--- config.mk ---
export PLATFORM = sky130hd
export DESIGN_NAME = rbf_sqrt
export DESIGN_NICKNAME = d
export VERILOG_FILES = /design/src/rtl/rbf_pkg.sv /design/src/rtl/rbf_sqrt.sv
export SDC_FILE = /design/constraint.sdc
export NUM_CORES = 2
export LEC_CHECK = 0
export BUFFER_PORTS_ARGS = -buffer_cell sky130_fd_sc_hd__buf_2
export CORE_ASPECT_RATIO = 0.9
export CORE_MARGIN = 5
export CORE_UTILIZATION = 38
export DETAILED_ROUTE_END_ITERATION = 12
export HOLD_SLACK_MARGIN = 0.12
export PLACE_DENSITY = 0.64
export SETUP_SLACK_MARGIN = 0.1
export SLEW_MARGIN = 25
export SYNTH_ARGS = -nofsm -noshare
export SYNTH_HDL_FRONTEND = slang
export SYNTH_SLANG_ARGS = --single-unit
--- constraint.sdc ---
create_clock -name clk -period 6.3 [get_ports clk]
set_input_delay 0.315 -clock clk [delete_from_list [all_inputs] [get_ports clk]]
set_output_delay 0.315 -clock clk [all_outputs]
set_load 0.005 [all_outputs]
--- src/rtl/rbf_pkg.sv ---
// shared types, constants and step functions of the radial brush falloff pipeline
`timescale 1ns / 1ps
`default_nettype none
package rbf_pkg;

  localparam int CELL_COORD_BITS_DEF = 12;
  localparam int CFG_W   = 21;
  localparam int CFG_IDX_W = 3;
  localparam int SQ_STAGES  = 16;  // two root bits per stage
  localparam int DIV_STAGES = 8;   // two quotient bits per stage
  localparam logic [15:0] FALLOFF_RESET = 16'd32768;
  localparam logic [16:0] ONE_Q16 = 17'd65536;

  typedef enum logic [CFG_IDX_W-1:0] {
    CFG_CENTER_X      = 3'd0,
    CFG_CENTER_Y      = 3'd1,
    CFG_BRUSH_RADIUS  = 3'd2,
    CFG_FADE_BEGIN    = 3'd3,
    CFG_ANCHOR_CENTRE = 3'd4
  } cfg_idx_t;

  // per-item flags that ride along the pipeline
  typedef struct packed {
    logic in_circ;
    logic kill;   // zero radius or distance at or beyond radius
    logic full;   // distance within the falloff start
  } side_t;

  typedef struct packed {
    logic [63:0] rad;
    logic [33:0] rem;
    logic [31:0] root;
  } sqst_t;

  typedef struct packed {
    logic [31:0] num;
    logic [16:0] rem;
    logic [15:0] q;
    logic [16:0] dvs;
  } divst_t;

  function automatic sqst_t sqrt_step(input sqst_t x);
    sqst_t y;
    logic [35:0] cand;
    logic [35:0] trial;
    cand  = {x.rem, x.rad[63:62]};
    trial = {2'b00, x.root, 2'b01};
    y.rad = {x.rad[61:0], 2'b00};
    if (cand >= trial) begin
      y.rem  = 34'(cand - trial);
      y.root = {x.root[30:0], 1'b1};
    end else begin
      y.rem  = cand[33:0];
      y.root = {x.root[30:0], 1'b0};
    end
    return y;
  endfunction

  function automatic divst_t div_step(input divst_t x);
    divst_t y;
    logic [17:0] cand;
    cand  = {x.rem, x.num[31]};
    y.num = {x.num[30:0], 1'b0};
    y.dvs = x.dvs;
    if (cand >= {1'b0, x.dvs}) begin
      y.rem = 17'(cand - {1'b0, x.dvs});
      y.q   = {x.q[14:0], 1'b1};
    end else begin
      y.rem = cand[16:0];
      y.q   = {x.q[14:0], 1'b0};
    end
    return y;
  endfunction

endpackage
`default_nettype wire

--- src/rtl/rbf_sqrt.sv ---
// pipelined restoring square root, 64-bit radicand, 32-bit root
`timescale 1ns / 1ps
`default_nettype none
module rbf_sqrt (
  input  wire logic           clk,
  input  wire logic           rst,
  input  wire logic           en,
  input  wire logic           vin,
  input  wire logic [63:0]    rad,
  input  wire rbf_pkg::side_t side_in,
  output logic                vout,
  output logic [31:0]         root,
  output rbf_pkg::side_t      side_out
);
  import rbf_pkg::*;

  sqst_t seed;
  sqst_t st [1:SQ_STAGES];
  side_t sd [1:SQ_STAGES];
  logic  vl [1:SQ_STAGES];

  assign seed = {rad, 34'b0, 32'b0};

  always_ff @(posedge clk) begin
    if (rst) begin
      for (int i = 1; i <= SQ_STAGES; i++) vl[i] <= 1'b0;
    end else if (en) begin
      vl[1] <= vin;
      for (int i = 1; i < SQ_STAGES; i++) vl[i+1] <= vl[i];
    end
  end

  always_ff @(posedge clk) begin
    if (en) begin
      st[1] <= sqrt_step(sqrt_step(seed));
      sd[1] <= side_in;
      for (int i = 1; i < SQ_STAGES; i++) begin
        st[i+1] <= sqrt_step(sqrt_step(st[i]));
        sd[i+1] <= sd[i];
      end
    end
  end

  assign vout     = vl[SQ_STAGES];
  assign root     = st[SQ_STAGES].root;
  assign side_out = sd[SQ_STAGES];

endmodule
`default_nettype wire

==> qor.txt <==
Worst-path clk slew - 70 ps
asr flop ratio synth - 0
CTS Sinks - 1303
initial core utilization - 0.382
routability cong. - 0.932
RSZ-0062 raised after global routing - false
#FFs+latches synth - 1303
post-detail-place hpwl - 168 mm
final worst-path cycle share - 0.949
WL per Instance - 19.2 um
mean area per synthesized cell - 10.3 sq um
DIE AREA - 227000 sq um
largest net degree at the start of global routing - 199
Critical Path End Type - flop
layout cell share with drive strength beyond 1 - 0.103
Slew @ Worst Pin - 1010 ps
# diodes - 0
CTS root buf - clkbuf_16
IO Pins - 107
CTS H-tree depth - 4
total gr overflow - 0
Total GRT Usage - 0.187
vias - 62.8k
Final Instance Area - 94200 sq um
max cap viols - 0
Total Routed Length - 219 mm
Startpoint Class - flop
Cell Area, Placed - 87800 sq um
max-slew violation count - 0
initial antenna violation count - 3
# setup viols final - 0
fmax - 167 MHz
most frequent cells in the layout - 1303 x edfxtp_1, 659 x nor2_1, 655 x a21oi_1
insertion delay to the later sink of the worst-skew pair - 820 ps
Synth Instances - 8054
Residual DRC - 0
Ys Warns - 0
DIE WIDTH - 502 um
Tightest Hold Check Type - input port to flop
first-pass GRT wire length - 342 mm
vias per cell - 5.50
most common cell after layout, fill and taps aside - edfxtp_1
critical path peak fanout - 22
Port Buffers - 106
slew margin rel. - 0.320
crit path time final - 5980 ps
vias in the first global route - 60.6k
DRT Pass-1 Iters - 6
Row Count - 162
skew final - 55.4 ps
CP Data Arrival Time - 6480 ps
clk buf depth - 3
run status - finished, final reports clean
Worst EP required - 6810 ps
Hold Fails Final Rpt - 0
CTS tree - yes
Netlist cell types - 104
cts bufs inserted - 150
number of flops mapped to enable cells by yosys - 1303
VDD IR max - 0.248 mV
overall power - 0.0386 W
Top FF cell, synth - edfxtp_1
number of routed nets with antenna violations - 0
Core ar. - 216000 sq um
Layout area overhead - 13.9%
leakage power - 36.7 nW
initial drt markers - 5393
Nets - 9055
critical path class - flop to flop
synthesized cell area - 82700 sq um
sequential area share after synthesis - 0.473
Pwr Density - 409 nW/um^2
Die Ht - 452 um
setup TNS - 0 ps
==> stage by stage <==
step / std cells / util / hold WS [ps] / worst slack, ps
after CTS: 11400 / 0.433 / 123 / 106
after global routing: 11400 / 0.435 / 175 / 74.3
final: 11400 / 0.435 / 209 / 322
after detailed placement: 11000 / 0.406 / 405 / 81.4
after floorplan: 8056 / - / 400 / 145
after global placement: 11000 / 0.406 / 401 / 7.76
==> layer usage <==
metal	vias to the layer above	track usage	wire (um)
met3	328	0.0227	10900
met5	-	0	19
li1	30600	-	-
met1	30100	0.263	102000
met4	2	0.0515	5820
met2	1704	0.307	101000
==> state kept, by name, indices dropped and copies added (netlist names) <==
name / flops
vl: 16
st: 1239
sd: 48
==> path summary, 6_finish.rpt <==
kind	startpoint	end	slack (ps)	cells after the start
worst max-delay path	st[0][1395]$_DFFE_PP_	st[0][1563]$_DFFE_PP_	320	22
worst min-delay path	rad[44]	st[0][236]$_DFFE_PP_	210	2
worst max register to register	st[0][1395]$_DFFE_PP_	st[0][1563]$_DFFE_PP_	320	22
worst min register to register	st[0][618]$_DFFE_PP_	st[0][748]$_DFFE_PP_	390	0
==> cell usage after synthesis (all sizes together) (73+ instances only) <==
| cell | count | area, sq um |
|---|---|---|
| xnor2 | 514 | 4500 |
| ha | 558 | 6980 |
| a31oi | 75 | 469 |
| inv | 505 | 1900 |
| nand3 | 174 | 876 |
| nand4 | 137 | 863 |
| and3 | 73 | 457 |
| o21a | 83 | 623 |
| clkbuf | 165 | 619 |
| a21oi | 660 | 3300 |
| nor2 | 664 | 2510 |
| a21o | 222 | 1670 |
| nand2 | 632 | 2370 |
| or3 | 81 | 512 |
| mux2 | 105 | 1180 |
| o21ai | 420 | 2110 |
| edfxtp | 1303 | 39100 |
| xor2 | 278 | 2430 |
| nor2b | 75 | 469 |
| nor3 | 215 | 1090 |
| nand2b | 98 | 621 |
| nor4 | 89 | 576 |
==> layout make-up <==
type,instances,area [sq um]
inverters,508,1910
well taps,2870,3590
multi-input cells,6014,41000
fillers,20400,122000
repair buffers,449,3510
clock buffers,169,3820
flip-flops and latches,1303,39100
clock inverters,108,1210
==> where the power goes <==
| part | internal [W] | switching (W) | total [W] |
|---|---|---|---|
| clock network | 0.00500 | 0.00378 | 0.00879 |
| logic | 0.00724 | 0.00983 | 0.0171 |
| registers | 0.0116 | 0.00114 | 0.0127 |
==> timing repair <==
item | 4_1_cts | 5_1_grt
hold buffers | 73 | 0
hold endpoints to repair | 206 | 0
gates resized for setup | 3 | 83
buffers inserted | 2 | 24
setup endpoints to repair | 31 | 289
pin swaps | 1 | 12
==> kinds of logic after synthesis <==
group / Yosys count / synth area share
adders and majority gates: 558 / 0.0845
muxes: 128 / 0.0171
AOI/OAI and AO/OA: 1996 / 0.153
xor gates and xnor gates: 792 / 0.0839
buffers and inverters: 739 / 0.0354
and+or+nand+nor: 2537 / 0.153
other: 1 / 0.0000454
DFF: 1303 / 0.473
==> worst max-delay path, stage by stage, from the launching register on <==
cell and delay, ps:
edfxtp_1 450, inv_1 100, ha_1 380, and2_1 170, and4_1 280, nand4_1 130
o41ai_2 350, buf_4 210, a211oi_4 40, buf_4 170, buf_4 150, inv_1 70
mux2_2 350, ha_2 400, and3_1 250, nand4_1 150, or3_1 410, or4_1 510
o211ai_1 280, nor3_2 80, buf_4 160, buf_6 160, o21ai_0 440
Note: power is estimated with default switching activity, not from simulation.
