## config.mk

```make
export PLATFORM = sky130hd
export DESIGN_NAME = rbf_back
export DESIGN_NICKNAME = d
export VERILOG_FILES = /design/src/rtl/rbf_pkg.sv /design/src/rtl/rbf_back.sv
export SDC_FILE = /design/constraint.sdc
export NUM_CORES = 2
export LEC_CHECK = 0
export BUFFER_PORTS_ARGS = -buffer_cell sky130_fd_sc_hd__buf_2
export CAP_MARGIN = 20
export CORE_MARGIN = 2
export CORE_UTILIZATION = 43
export CTS_BUF_LIST = sky130_fd_sc_hd__clkbuf_16
export DETAILED_ROUTE_END_ITERATION = 10
export MAX_ROUTING_LAYER = met4
export PLACE_DENSITY = 0.61
export SKIP_LAST_GASP = 1
export SYNTH_ARGS = -nofsm -noshare
export SYNTH_HDL_FRONTEND = slang
export SYNTH_SLANG_ARGS = --single-unit
```

## constraint.sdc

```tcl
create_clock -name clk -period 8.4 [get_ports clk]
set_input_delay 0.42 -clock clk [delete_from_list [all_inputs] [get_ports clk]]
set_output_delay 0.42 -clock clk [all_outputs]
set_load 0.01 [all_outputs]
```

## src/rtl/rbf_pkg.sv

```systemverilog
// shared types, constants and step functions of the radial brush falloff pipeline
`timescale 1ns / 1ps
`default_nettype none
package rbf_pkg;

  localparam int CELL_COORD_BITS_DEF = 12;
  localparam int CFG_W   = 21;
  localparam int CFG_IDX_W = 3;
  localparam int SQ_STAGES  = 16;  // two root bits per stage
  localparam int DIV_STAGES = 8;   // two quotient bits per stage
  localparam logic [15:0] FALLOFF_RESET = 16'd32768;
  localparam logic [16:0] ONE_Q16 = 17'd65536;

  typedef enum logic [CFG_IDX_W-1:0] {
    CFG_CENTER_X      = 3'd0,
    CFG_CENTER_Y      = 3'd1,
    CFG_BRUSH_RADIUS  = 3'd2,
    CFG_FADE_BEGIN    = 3'd3,
    CFG_ANCHOR_CENTRE = 3'd4
  } cfg_idx_t;

  // per-item flags that ride along the pipeline
  typedef struct packed {
    logic in_circ;
    logic kill;   // zero radius or distance at or beyond radius
    logic full;   // distance within the falloff start
  } side_t;

  typedef struct packed {
    logic [63:0] rad;
    logic [33:0] rem;
    logic [31:0] root;
  } sqst_t;

  typedef struct packed {
    logic [31:0] num;
    logic [16:0] rem;
    logic [15:0] q;
    logic [16:0] dvs;
  } divst_t;

  function automatic sqst_t sqrt_step(input sqst_t x);
    sqst_t y;
    logic [35:0] cand;
    logic [35:0] trial;
    cand  = {x.rem, x.rad[63:62]};
    trial = {2'b00, x.root, 2'b01};
    y.rad = {x.rad[61:0], 2'b00};
    if (cand >= trial) begin
      y.rem  = 34'(cand - trial);
      y.root = {x.root[30:0], 1'b1};
    end else begin
      y.rem  = cand[33:0];
      y.root = {x.root[30:0], 1'b0};
    end
    return y;
  endfunction

  function automatic divst_t div_step(input divst_t x);
    divst_t y;
    logic [17:0] cand;
    cand  = {x.rem, x.num[31]};
    y.num = {x.num[30:0], 1'b0};
    y.dvs = x.dvs;
    if (cand >= {1'b0, x.dvs}) begin
      y.rem = 17'(cand - {1'b0, x.dvs});
      y.q   = {x.q[14:0], 1'b1};
    end else begin
      y.rem = cand[16:0];
      y.q   = {x.q[14:0], 1'b0};
    end
    return y;
  endfunction

endpackage
`default_nettype wire

```

## src/rtl/rbf_back.sv

```systemverilog
// back stages: smoothstep, weight select, output register with skid entry
`timescale 1ns / 1ps
`default_nettype none
module rbf_back (
  input  wire logic           clk,
  input  wire logic           rst,
  input  wire logic           vin,
  input  wire logic [15:0]    fade,
  input  wire rbf_pkg::side_t side_in,
  input  wire logic           res_stall,
  output logic                en,
  output logic                res_valid,
  output logic [16:0]         weight,
  output logic                inside_res
);
  import rbf_pkg::*;

  logic        v1, v2, lv;
  logic [31:0] ff;
  logic [17:0] k;
  logic [49:0] prod;
  side_t       sd1, sd2;
  logic [16:0] lw;
  logic        li;

  logic        sv;
  logic [16:0] sw;
  logic        si;

  logic [50:0] rnd;
  logic [18:0] sm;
  logic [16:0] wsel;
  logic        out_free;

  assign rnd = 51'(prod) + 51'(64'd2147483648);
  assign sm  = rnd[50:32];

  always_comb begin
    if (sd2.kill) begin
      wsel = '0;
    end else if (sd2.full) begin
      wsel = ONE_Q16;
    end else if (sm > 19'(ONE_Q16)) begin
      wsel = '0;
    end else begin
      wsel = 17'(19'(ONE_Q16) - sm);
    end
  end

  assign en       = !sv;
  assign out_free = !res_valid || !res_stall;

  always_ff @(posedge clk) begin
    if (rst) begin
      v1 <= 1'b0;
      v2 <= 1'b0;
      lv <= 1'b0;
    end else if (en) begin
      v1 <= vin;
      v2 <= v1;
      lv <= v2;
    end
  end

  always_ff @(posedge clk) begin
    if (en) begin
      ff   <= 32'(fade) * 32'(fade);
      k    <= 18'd196608 - 18'({fade, 1'b0});
      sd1  <= side_in;
      prod <= 50'(ff) * 50'(k);
      sd2  <= sd1;
      lw   <= wsel;
      li   <= sd2.in_circ;
    end
  end

  // last stage transfers every enabled cycle, into the output or the skid entry
  always_ff @(posedge clk) begin
    if (rst) begin
      res_valid <= 1'b0;
      sv        <= 1'b0;
    end else if (en) begin
      if (out_free) begin
        res_valid <= lv;
      end else begin
        sv <= lv;
      end
    end else if (out_free) begin
      res_valid <= 1'b1;
      sv        <= 1'b0;
    end
  end

  always_ff @(posedge clk) begin
    if (en) begin
      if (out_free) begin
        weight     <= lw;
        inside_res <= li;
      end else begin
        sw <= lw;
        si <= li;
      end
    end else if (out_free) begin
      weight     <= sw;
      inside_res <= si;
    end
  end

`ifndef SYNTH
  a_skid_implies_out: assert property (@(posedge clk) disable iff (rst) sv |-> res_valid)
    else $error("skid entry held without a pending result");
  a_outside_zero: assert property (@(posedge clk) disable iff (rst)
    res_valid && !inside_res |-> weight == 17'd0)
    else $error("nonzero weight outside the brush");
  a_weight_range: assert property (@(posedge clk) disable iff (rst)
    res_valid |-> weight <= ONE_Q16)
    else $error("weight above full strength");
  a_reset_empty: assert property (@(posedge clk) rst |=> !res_valid && !sv)
    else $error("result pending right after reset");
`endif

endmodule
`default_nettype wire

```

==> results.toml <==
[yosys]
ys_top_cells_by_area = "fa_1 41%, edfxtp_1 13%, ha_1 11%"
ys_ff_latch = 131
synth_area_per_cell_sq_um = 9.57
synth_common_cells = "738 x inv_1, 596 x fa_1, 372 x nand2_1, 306 x and2_1, 259 x ha_1"
synth_top_area_cell = "fa_1"
yosys_most_used_dff = "edfxtp_1"
syn_area_sq_um = 29000
yosysMostFrequentCell = "inv_1"
synth_edf_count = 126
synthArstFlopShare_pct = 0
synth_cell_types = 69
syn_inst = 3033
synth_top_area_share_pct = 41.1
syn-num-nets = 3911
yosysWarnings = 0
synth_seq_area_share_pct = 13.4

[worst_setup_path]
rr_endpoint = "prod[44]"
reg2regPathDepth = 21
r2r_setup_slack_ns = 0.81
cp_top_family = "adder cells"
cp_max_fo = 31
cp_slowest_cell = "edfxtp_1"
slowest_delay_ns = 1.06
setup.worst_path.end_class = "flop"
r2r_start = "k[7]"
crit_chain = "and2_1 -> fa_1 -> inv_1 -> fa_1 -> fa_1 -> inv_1 -> fa_1 -> fa_1 -> inv_1 -> fa_1 -> inv_1 -> ha_1 -> nand4_1 -> nor4_1 -> buf_4 -> o31ai_1 -> a2111o_1 -> a21oi_1 -> o21a_1 -> nor2_1 -> o311ai_0"
crit_buf_inv = 5
arrival_ns = 7.82
path_common_cell = "fa_1"
worstSetupPathType = "flop to flop"
start_kind = "flop"
worst_ep_required_time_ns = 8.63

[cts]
path_clk_slew_ns = 0.07
cts_sinks = 131
clkLatencyLatePin_ns = 0.47
postCtsResizedCells = 0
hold_buffers = 0
clk_path_buf_depth = 2
cts_tree = "done"
numCtsBuffers = 17
cts_max_level = 4
cts_root_buffer = "clkbuf_16"
post_cts_buffers = 0

[floorplan]
fp.dieW_um = 264
io_pins = 43
design.core.area_sq_um = 67000
rows = 95
start_util_pct = 43.3
die_area_sq_um = 69600
die_h_um = 264

[timing]
rsz0062_at_grt = "no"
finClkSkew_ns = 0.0108
finalSetupTns_ns = 0
finalHoldViolCount = 0
fin_crit_sh_pct = 90.3
finalMaxSlewViolations = 0
max_slew_margin_pct = 28.5
finalSetupViolations = 0
clock.fmax_mhz = 132
worst_pin_slew_ns = 1.07
min_period_ns = 7.59

[layout]
multiInputGateArea_sq_um = 21900
areaGrowthSynthToFinish_pct = 5.99
regArea_sq_um = 3880
num-nets-final = 3882
final_cells = 3893
drive_gt1_share_pct = 4.57
fillers = 6485

[drt]
drc = 0
viasPerCell = 4.96
wl_um = 66400
vias = 19300
postRouteAntennaNets = 0
first_pass_iters = 5
drtIter0Drc = 1056
wl_per_cell_um = 17.0

[grt]
track_usage_pct = 21.0
antenna_found_initial = 1
overflow = 0
grt_max_degree = 81
grt_pass1_wl_um = 112000
grt_pass1_vias = 21000

[place]
dp.cells = 3854
gp_congestion = 0.872
io_buffers = 42
dp_hpwl_um = 52500

[hold_path]
min_delay_path_depth = 1
worstHoldStart = "side_in[2]"
min_to = "sd1[2]"
hp-class = "input pin to flop"

[run]
drv_cap = 0

[outcome]
outcome = "completed"
[layer usage]
metal	GRT usage [%]	up-vias	routed length, um
met2	33.7	431	31500
met5	-	-	0
li1	-	9026	-
met1	28.5	9756	30800
met3	2.65	85	3020
met4	4.82	0	1060
[worst reg2reg max path, cell delays in order (launching register included)]
cell      delay [ns]
edfxtp_1        1.06
and2_1          0.28
fa_1            0.42
inv_1           0.09
fa_1            0.45
fa_1            0.51
inv_1           0.05
fa_1            0.49
fa_1            0.50
inv_1           0.05
fa_1            0.49
inv_1           0.06
ha_1            0.31
nand4_1         0.14
nor4_1          0.52
buf_4           0.25
o31ai_1         0.11
a2111o_1        0.59
a21oi_1         0.24
o21a_1          0.22
nor2_1          0.10
o311ai_0        0.43
[through the flow]
step                      setup WS (ns)  instance area (sq um)  util, %  hold slack (ns)
after floorplan                    1.55                  29000        -            0.400
after global placement            0.857                  30000     44.8            0.401
after global routing              0.531                  30700     45.9            0.101
after CTS                         0.775                  30600     45.7           0.0886
after detailed placement          0.789                  30000     44.8            0.406
final                             0.811                  30700     45.9            0.121
[cell usage in the layout, fill, tap and decap left out, types with 7 or more instances in the layout]
master,n
inv_1,737
fa_1,596
nand2_1,372
and2_1,306
ha_1,259
edfxtp_1,126
nor2_1,86
xnor2_1,62
a21oi_1,62
buf_2,42
a21o_1,37
xor2_1,30
nand3_1,25
buf_4,24
nor3_1,23
mux2_2,19
clkbuf_16,17
o21ai_0,14
nand4_1,13
nor2b_1,11
o21bai_1,9
or3_1,8
mux2i_1,8
and3_1,7
o21a_1,7
[cell type report]
class	instances	area share, %
timing repair buffer	70	1.59
clock buffer	17	1.38
multi-input combinational	2040	71.1
antenna	3	0.0244
inverter	744	9.09
clock inverter	15	0.614
sequential	131	12.6
tap	873	3.55
[state kept, by name, indices dropped and copies added, names as in the netlist, 3 cells and up]
name	count
k	16
prod	19
sw	17
lw	17
sd1	3
weight	17
ff	31
sd2	3
[worst max-delay path by stage]
stage                        start        to  slack, ns  cells after the start
after floorplan           fade[13]    ff[31]       1.55                     24
after global placement        k[6]  prod[44]       0.86                     21
after detailed placement      k[6]  prod[44]       0.79                     21
after CTS                     k[8]  prod[44]       0.78                     21
after global routing          k[7]  prod[44]       0.53                     21
final                         k[7]  prod[44]       0.81                     21
[logic make-up after synthesis]
family | share of synthesized area, %
simple gates | 15.1
buf+inv | 11.2
fa+ha+maj | 52.3
compound gates | 4.13
flops | 13.4
xor+xnor | 2.78
mux | 1.07
Power is not shown: default switching activity piles up to over one toggle a cycle in this logic, so the estimate is an artifact.
