==> src/rtl/rbf_pkg.sv <==
// shared types, constants and step functions of the radial brush falloff pipeline
`timescale 1ns / 1ps
`default_nettype none
package rbf_pkg;

  localparam int CELL_COORD_BITS_DEF = 12;
  localparam int CFG_W   = 21;
  localparam int CFG_IDX_W = 3;
  localparam int SQ_STAGES  = 16;  // two root bits per stage
  localparam int DIV_STAGES = 8;   // two quotient bits per stage
  localparam logic [15:0] FALLOFF_RESET = 16'd32768;
  localparam logic [16:0] ONE_Q16 = 17'd65536;

  typedef enum logic [CFG_IDX_W-1:0] {
    CFG_CENTER_X      = 3'd0,
    CFG_CENTER_Y      = 3'd1,
    CFG_BRUSH_RADIUS  = 3'd2,
    CFG_FADE_BEGIN    = 3'd3,
    CFG_ANCHOR_CENTRE = 3'd4
  } cfg_idx_t;

  // per-item flags that ride along the pipeline
  typedef struct packed {
    logic in_circ;
    logic kill;   // zero radius or distance at or beyond radius
    logic full;   // distance within the falloff start
  } side_t;

  typedef struct packed {
    logic [63:0] rad;
    logic [33:0] rem;
    logic [31:0] root;
  } sqst_t;

  typedef struct packed {
    logic [31:0] num;
    logic [16:0] rem;
    logic [15:0] q;
    logic [16:0] dvs;
  } divst_t;

  function automatic sqst_t sqrt_step(input sqst_t x);
    sqst_t y;
    logic [35:0] cand;
    logic [35:0] trial;
    cand  = {x.rem, x.rad[63:62]};
    trial = {2'b00, x.root, 2'b01};
    y.rad = {x.rad[61:0], 2'b00};
    if (cand >= trial) begin
      y.rem  = 34'(cand - trial);
      y.root = {x.root[30:0], 1'b1};
    end else begin
      y.rem  = cand[33:0];
      y.root = {x.root[30:0], 1'b0};
    end
    return y;
  endfunction

  function automatic divst_t div_step(input divst_t x);
    divst_t y;
    logic [17:0] cand;
    cand  = {x.rem, x.num[31]};
    y.num = {x.num[30:0], 1'b0};
    y.dvs = x.dvs;
    if (cand >= {1'b0, x.dvs}) begin
      y.rem = 17'(cand - {1'b0, x.dvs});
      y.q   = {x.q[14:0], 1'b1};
    end else begin
      y.rem = cand[16:0];
      y.q   = {x.q[14:0], 1'b0};
    end
    return y;
  endfunction

endpackage
`default_nettype wire

==> src/rtl/rbf_div.sv <==
// pipelined restoring divider, 32-bit dividend, 17-bit divisor, 16-bit quotient
`timescale 1ns / 1ps
`default_nettype none
module rbf_div (
  input  wire logic           clk,
  input  wire logic           rst,
  input  wire logic           en,
  input  wire logic           vin,
  input  wire logic [31:0]    num,
  input  wire logic [16:0]    dvs,
  input  wire rbf_pkg::side_t side_in,
  output logic                vout,
  output logic [15:0]         quo,
  output rbf_pkg::side_t      side_out
);
  import rbf_pkg::*;

  divst_t seed;
  divst_t st [1:DIV_STAGES];
  side_t  sd [1:DIV_STAGES];
  logic   vl [1:DIV_STAGES];

  // quotient fits 16 bits, so the upper half seeds the remainder
  assign seed = {{num[15:0], 16'b0}, {1'b0, num[31:16]}, 16'b0, dvs};

  always_ff @(posedge clk) begin
    if (rst) begin
      for (int i = 1; i <= DIV_STAGES; i++) vl[i] <= 1'b0;
    end else if (en) begin
      vl[1] <= vin;
      for (int i = 1; i < DIV_STAGES; i++) vl[i+1] <= vl[i];
    end
  end

  always_ff @(posedge clk) begin
    if (en) begin
      st[1] <= div_step(div_step(seed));
      sd[1] <= side_in;
      for (int i = 1; i < DIV_STAGES; i++) begin
        st[i+1] <= div_step(div_step(st[i]));
        sd[i+1] <= sd[i];
      end
    end
  end

  assign vout     = vl[DIV_STAGES];
  assign quo      = st[DIV_STAGES].q;
  assign side_out = sd[DIV_STAGES];

endmodule
`default_nettype wire

==> config.mk <==
export PLATFORM = sky130hd
export DESIGN_NAME = rbf_div
export DESIGN_NICKNAME = d
export VERILOG_FILES = /design/src/rtl/rbf_pkg.sv /design/src/rtl/rbf_div.sv
export SDC_FILE = /design/constraint.sdc
export NUM_CORES = 1
export LEC_CHECK = 0
export BUFFER_PORTS_ARGS = -buffer_cell sky130_fd_sc_hd__clkbuf_2
export CAP_MARGIN = 0
export CORE_UTILIZATION = 40
export CTS_CLUSTER_SIZE = 24
export DETAILED_ROUTE_END_ITERATION = 10
export GPL_TIMING_DRIVEN = 0
export SYNTH_ARGS = -nofsm -noshare
export SYNTH_HDL_FRONTEND = slang
export SYNTH_SLANG_ARGS = --single-unit
==> constraint.sdc <==
create_clock -name clk -period 6.4 [get_ports clk]
set_clock_uncertainty 0.2 [all_clocks]
set_input_delay 0.32 -clock clk [delete_from_list [all_inputs] [get_ports clk]]
set_output_delay 0.32 -clock clk [all_outputs]
set_load 0.01 [all_outputs]
==> flow_summary_export.csv, run 1 <==
group,metric,value,unit
worst_setup_path,crit_path_max_incr_delay,430,ps
min_path,whs_path_depth,4,
synth,ys_seq_area_frac,0.4360,
final_layout,final.fill_count,6263,
min_path,worstHoldEndpoint,"st[0][116]",
clock_network,clk-insertion-delay-late,590,ps
final_layout,layout.cells.most_common_list,"sky130_fd_sc_hd__edfxtp_1 (398), sky130_fd_sc_hd__ha_1 (271), sky130_fd_sc_hd__inv_1 (216), sky130_fd_sc_hd__nand2_1 (185), sky130_fd_sc_hd__o21ai_0 (154)",
placement,place.gp.congestion,0.9357,
final_layout,area.growth.synth_to_final,14.20,%
timing,timing.final.hold_violations,0,
drt,drt_iter0_drc,1128,
drt,route.detailed.wl_per_inst,18.04,um
worst_setup_path,worst_path_max_delay_cell,"sky130_fd_sc_hd__edfxtp_1",
timing,final_layout_worst_hold_slack,36.12,ps
drt,dr_total_vias,20080,
worst_setup_path,rr_startpoint,"st[0][479]",
worst_setup_path,rrSetupSlack,270,ps
min_path,hp-class,"in -> reg",
timing,final.setup.worst_slack,269.1,ps
synth,postSynthNetCount,2894,
synth,ys_top_cells_by_area,"sky130_fd_sc_hd__edfxtp_1 (44%), sky130_fd_sc_hd__ha_1 (12%), sky130_fd_sc_hd__mux2_2 (5.2%), sky130_fd_sc_hd__xnor2_1 (3.7%), sky130_fd_sc_hd__inv_1 (3.0%)",
placement,placed_cell_area,0.02897,mm^2
flow_run,timing.max_cap.violations,0,
final_layout,antenna_cells,0,
final_layout,layout-drive-gt1-share,0.1419,
timing,timing.max_slew.rel_slack,0.3618,
global_route,grt_remaining_overflow,0,
synth,synth_cell_types,85,
synth,synthesis.yosys.warnings,0,
synth,syn_area,0.02741,mm^2
clock_network,total_cts_buffers,48,
synth,ys_async_sr_fraction,0,
worst_setup_path,timing.critical_path.cells,"inv_1 > ha_1 > inv_1 > fa_1 > a211oi_2 > o21ai_0 > a31oi_1 > o221ai_1 > a21oi_1 > buf_4 > clkbuf_4 > o21ai_1 > fa_2 > a211o_1 > a21oi_2 > a221oi_1 > or2_2 > o2111a_1 > a211oi_2 > o211a_1 > buf_4 > buf_6 > mux2_2",
final_layout,layout_nets,3082,
synth,synth_cells,2551,
final_layout,area.sequential,0.01195,mm^2
clock_network,clock-root-buffer,"sky130_fd_sc_hd__clkbuf_16",
drt,routed_wl,65840,um
final_layout,multi_input_area,0.01453,mm^2
worst_setup_path,critical_path_peak_fanout,10,
global_route,first_pass_grt_wire_length,103500,um
drt,post_drt_via_cell_ratio,5.502,
clock_network,tritoncts_num_sinks,398,
worst_setup_path,worst_path_top_cell_family_by_delay,"compound AO/OA/AOI/OAI gates",
drt,detail_route.drc_violations,0,
min_path,hp-start,"num[17]",
timing,worst_pin_slew,957.3,ps
die,design.core.area,0.06751,mm^2
clock_network,htree_num_levels,2,
run_status,status,"completed",
global_route,grt_use_total,0.1848,
worst_setup_path,type_of_the_worst_setup_path,"reg -> reg",
global_route,grt_pass1_vias,19930,
synth,netlist.top_cell.by_area,"sky130_fd_sc_hd__edfxtp_1",
worst_setup_path,worst_r2r_endpoint,"st[0][527]",
timing,setup-violations-final,0,
drt,drt_first_pass_iters,5,
die,dieHeight,263.8,um
worst_setup_path,critical_path_required_time,6540,ps
placement,place.detailed.hpwl,51090,um
worst_setup_path,crit_start,"st[0][479]",
final_layout,final_cell_area,0.03130,mm^2
timing,final_period_minus_worst_setup_slack,6131,ps
worst_setup_path,cp_data_arrival_time,6270,ps
die,dieArea,0.06958,mm^2
placement,port_buffers,75,
clock_network,clock_tree_from_tritoncts,"done",
worst_setup_path,critPathBufInv,6,
timing,maxSlewViolCount,0,
die,initial_core_util,0.4060,
die,std_cell_rows,95,
synth,yosys_register_bits,398,
synth,synth_flop_cell,"sky130_fd_sc_hd__edfxtp_1",
synth,synth_edf_count,398,
worst_setup_path,cp-end-kind,"flop",
global_route,grt_antenna_before_repair,0,
timing,fmax,163.1,MHz
worst_setup_path,crit_path_start_kind,"flop",
synth,post_synth.cell_area_avg,10.75,um^2
timing,fin_tns_setup,0,ps
die,top_level_ports,76,
worst_setup_path,worstRegToRegCells,23,
global_route,grt_max_degree,121,
synth,yosysTopAreaCellShare,0.4360,
timing,period_share,0.9580,
clock_network,clkTransAtPathRegs,60,ps
placement,pre_cts_ws,-651.3,ps
drt,drtAntennaViolNets,0,
clock_network,clockBufferDepth,3,
die,chipWidth,263.8,um
final_layout,leading_cell_type_in_the_layout_fill_and_taps_excluded,"sky130_fd_sc_hd__edfxtp_1",
==> cell families after synthesis <==
logic type | after synthesis | share of synthesized area
buf+inv | 268 | 0.04072
fa+ha+maj | 287 | 0.1351
simple gates | 594 | 0.1035
flops | 398 | 0.4360
mux | 158 | 0.06431
xor+xnor | 187 | 0.05975
compound gates | 659 | 0.1606
==> through the flow <==
| step | utilization | instances |
|---|---|---|
| after detailed placement | 0.4291 | 3502 |
| final | 0.4637 | 3650 |
| after global routing | 0.4637 | 3650 |
| after global placement | 0.4277 | 3499 |
| after floorplan | - | 2551 |
| after CTS | 0.4603 | 3643 |
==> sequential cells by signal (all words and copies together) (netlist names) <==
register  cells
sd           24
vl            8
st          366
==> worst register-to-register path, delay by kind of cell (launching register included) <==
| family | cells | cell delay (ps) |
|---|---|---|
| AO/OA/AOI/OAI | 12 | 2520 |
| adder cells (fa/ha/maj) | 3 | 1020 |
| buffers and inverters | 6 | 950 |
| flip-flops | 1 | 430 |
| AND/OR/NAND/NOR | 1 | 380 |
| multiplexers | 1 | 370 |
==> cells in the mapped netlist, types with 13 or more instances <==
cell type,count
sky130_fd_sc_hd__xnor2_1,117
sky130_fd_sc_hd__mux2i_1,13
sky130_fd_sc_hd__a211oi_1,31
sky130_fd_sc_hd__o21bai_1,26
sky130_fd_sc_hd__a31oi_1,20
sky130_fd_sc_hd__or3_1,24
sky130_fd_sc_hd__ha_1,272
sky130_fd_sc_hd__mux2_1,19
sky130_fd_sc_hd__clkbuf_1,19
sky130_fd_sc_hd__nand2_1,185
sky130_fd_sc_hd__and2_1,21
sky130_fd_sc_hd__o211ai_1,21
sky130_fd_sc_hd__buf_4,21
sky130_fd_sc_hd__inv_1,216
sky130_fd_sc_hd__edfxtp_1,398
sky130_fd_sc_hd__xor2_1,70
sky130_fd_sc_hd__nor2b_1,36
sky130_fd_sc_hd__nand4_1,31
sky130_fd_sc_hd__nand3_1,46
sky130_fd_sc_hd__nor3_1,45
sky130_fd_sc_hd__fa_1,15
sky130_fd_sc_hd__o31ai_1,21
sky130_fd_sc_hd__nor2_1,135
sky130_fd_sc_hd__nand2b_1,15
sky130_fd_sc_hd__o21a_1,44
sky130_fd_sc_hd__a21oi_1,154
sky130_fd_sc_hd__mux2_2,126
sky130_fd_sc_hd__a21o_1,71
sky130_fd_sc_hd__o21ai_0,159
sky130_fd_sc_hd__and3_1,19
==> layout make-up <==
class	instances	area share
Timing Repair Buffer	138	0.03313
Tap cell	873	0.03489
Multi-Input combinational cell	1885	0.4641
Buffer	52	0.01127
Inverter	216	0.02590
Clock buffer	58	0.04025
Sequential cell	398	0.3818
Clock inverter	30	0.008633
==> layer usage <==
| metal | vias up | global-route usage | share of wire |
|---|---|---|---|
| li1 | 9908 | - | - |
| met1 | 9637 | 0.2263 | 0.43 |
| met2 | 428 | 0.3326 | 0.50 |
| met3 | 111 | 0.02396 | 0.041 |
| met4 | 0 | 0.06348 | 0.029 |
| met5 | - | 0 | 0 |
==> timing repair <==
item	CTS	global route
endpoints found under the setup margin	105	122
hold endpoints to repair	50	0
pin swaps	5	7
gates resized for setup	23	53
hold buffers	43	0
setup buffers	10	7
==> worst max path at each step <==
| stage | endpoint | slack [ps] | depth (start not counted) |
|---|---|---|---|
| after floorplan | st[0][201] | 650 | 22 |
| after global placement | vl[0][8] | -2020 | 2 |
| after detailed placement | st[0][204] | -650 | 21 |
| after CTS | st[0][361] | 3 | 21 |
| after global routing | st[0][204] | -20 | 23 |
| final | st[0][527] | 270 | 23 |
Power of run 1 is left out: the tool's default activity adds up to more than one toggle a clock period on the data nets, which glitch-free logic cannot reach.
==> inputs of run 2 (changes only) <==
--- a/config.mk
+++ b/config.mk
@@ -11,6 +11,8 @@
 export CTS_CLUSTER_SIZE = 24
 export DETAILED_ROUTE_END_ITERATION = 10
 export GPL_TIMING_DRIVEN = 0
+export PLACE_DENSITY = 0.56
+export RECOVER_POWER = 100
 export SYNTH_ARGS = -nofsm -noshare
 export SYNTH_HDL_FRONTEND = slang
 export SYNTH_SLANG_ARGS = --single-unit
==> run 2 against run 1 <==
  * Global-route usage is 0.38 points higher
  * The flow now finishes with violations (max-capacitance violations, max-slew violations)
  * Die area is the same
  * Hold slack better by 1.2 ps
  * Via count shrank 0.45%
  * Cell area decreased by 0.26%
  * Critical path depth shrank 3
  * Flip-flop and latch count unchanged
  * First-iteration DRC count increased by 3.2%
  * Register-to-register slack worse by 70 ps
  * Maximum frequency decreased by 1.2%
==> flow_summary_export.csv, run 2 (synthesis results as in run 1) <==
group,metric,value,unit
final_layout,area.sequential,0.01195,mm^2
drt,drtAntennaViolNets,0,
final_layout,layout.cells.most_common_list,"sky130_fd_sc_hd__edfxtp_1 (398), sky130_fd_sc_hd__ha_1 (272), sky130_fd_sc_hd__inv_1 (216), sky130_fd_sc_hd__nand2_1 (185), sky130_fd_sc_hd__o21ai_0 (154)",
drt,route.detailed.wl_per_inst,18.33,um
timing,maxSlewViolCount,274,
die,design.core.area,0.06751,mm^2
die,dieHeight,263.8,um
clock_network,clock-root-buffer,"sky130_fd_sc_hd__clkbuf_16",
final_layout,final.fill_count,6350,
placement,port_buffers,75,
die,dieArea,0.06958,mm^2
timing,final_period_minus_worst_setup_slack,6203,ps
drt,routed_wl,66910,um
die,chipWidth,263.8,um
placement,place.detailed.hpwl,51350,um
die,top_level_ports,76,
timing,period_share,0.9692,
clock_network,clock_tree_from_tritoncts,"done",
placement,pre_cts_ws,-711.4,ps
final_layout,top_register,"st",
global_route,grt_remaining_overflow,0,
die,std_cell_rows,95,
clock_network,tritoncts_num_sinks,398,
clock_network,clkTransAtPathRegs,60,ps
min_path,hp-class,"in -> reg",
final_layout,layout-drive-gt1-share,0.1293,
drt,drt_first_pass_iters,5,
timing,final.setup.worst_slack,197.1,ps
die,initial_core_util,0.4060,
global_route,grt_pass1_vias,19460,
clock_network,clockBufferDepth,3,
drt,post_drt_via_cell_ratio,5.478,
drt,dr_total_vias,19990,
worst_setup_path,critical_path_required_time,6530,ps
final_layout,largest_register_ffs,366,
timing,fin_tns_setup,0,ps
clock_network,total_cts_buffers,47,
timing,timing.max_slew.rel_slack,-1.031,
timing,fmax,161.2,MHz
global_route,grt_use_total,0.1886,
global_route,grt_max_degree,125,
worst_setup_path,critical_path_peak_fanout,10,
clock_network,htree_num_levels,2,
worst_setup_path,cp_data_arrival_time,6340,ps
timing,timing.final.hold_violations,0,
placement,place.gp.congestion,0.9213,
final_layout,antenna_cells,0,
global_route,grt_antenna_before_repair,1,
worst_setup_path,cp-end-kind,"flop",
final_layout,multi_input_area,0.01450,mm^2
drt,detail_route.drc_violations,0,
final_layout,leading_cell_type_in_the_layout_fill_and_taps_excluded,"sky130_fd_sc_hd__edfxtp_1",
global_route,first_pass_grt_wire_length,104400,um
worst_setup_path,type_of_the_worst_setup_path,"reg -> reg",
run_status,failed_checks,"max-capacitance violations, max-slew violations",
final_layout,layout_nets,3083,
timing,setup-violations-final,0,
timing,worst_pin_slew,3046,ps
final_layout,reg.largest.list,"st (366), sd (24), vl (8)",
worst_setup_path,crit_path_start_kind,"flop",
final_layout,area.growth.synth_to_final,13.90,%
flow_run,timing.max_cap.violations,3,
run_status,status,"finished, violations left",
clock_network,clk-insertion-delay-late,590,ps
drt,drt_iter0_drc,1164,
run 2: metrics by stage:
stage / utilization / cells / hold WS, ps / area, um^2
4_1_cts: 0.4603 / 3635 / 4.402 / 31070
2_1_floorplan: - / 2551 / 200.3 / 27410
5_1_grt: 0.4624 / 3650 / 43.60 / 31220
3_3_place_gp: 0.4277 / 3499 / 200.8 / 28880
6_report: 0.4624 / 3650 / 37.29 / 31220
3_5_place_dp: 0.4291 / 3502 / 204.5 / 28970
run 2: routing by layer:
layer	part of all wire	global-route usage	up-vias	wire, um
met1	0.46	0.2528	9582	30760
met5	0	0	-	0
li1	-	-	9913	-
met2	0.47	0.3171	400	31760
met3	0.039	0.02386	99	2615
met4	0.026	0.05783	0	1768
run 2: critical path, cell delays in order, from the launching register on:
cell and delay, ps:
sky130_fd_sc_hd__edfxtp_1 450, sky130_fd_sc_hd__ha_1 210, sky130_fd_sc_hd__inv_1 60, sky130_fd_sc_hd__fa_1 420, sky130_fd_sc_hd__nand3_1 130, sky130_fd_sc_hd__a21oi_1 130, sky130_fd_sc_hd__o21ai_1 230, sky130_fd_sc_hd__nand3b_1 210
sky130_fd_sc_hd__o21ai_4 310, sky130_fd_sc_hd__clkbuf_4 280, sky130_fd_sc_hd__mux2_2 380, sky130_fd_sc_hd__ha_1 380, sky130_fd_sc_hd__a211oi_2 320, sky130_fd_sc_hd__o211ai_1 240, sky130_fd_sc_hd__a32oi_2 350, sky130_fd_sc_hd__a21boi_0 360
sky130_fd_sc_hd__o31ai_1 140, sky130_fd_sc_hd__a221oi_2 320, sky130_fd_sc_hd__o21ai_4 190, sky130_fd_sc_hd__buf_2 260, sky130_fd_sc_hd__mux2_1 340
run 2: worst paths after layout:
check | start | to | slack (ps) | cells after the start
max | st[0][160] | st[0][283] | 200 | 20
min | num[24] | st[0][123] | 40 | 4
max reg2reg | st[0][160] | st[0][283] | 200 | 20
min reg2reg | st[0][395] | st[0][477] | 210 | 0
run 2: timing repair:
action / 4_1_cts / 5_1_grt
gates cloned: 0 / 0
pin swaps: 2 / 8
buffers inserted: 5 / 15
hold buffers: 42 / 0
setup endpoints to repair: 89 / 118
gates resized for setup: 25 / 50
endpoints found under the hold margin: 78 / 0
run 2: cell type report:
type / instances / area share
Multi-Input combinational cell: 1885 / 0.4645
Sequential cell: 398 / 0.3828
Clock buffer: 53 / 0.03975
Tap cell: 873 / 0.03499
Timing Repair Buffer: 140 / 0.02982
Inverter: 216 / 0.02597
Buffer: 52 / 0.01146
Clock inverter: 33 / 0.01070
Power of run 2 is left out for the same reason.
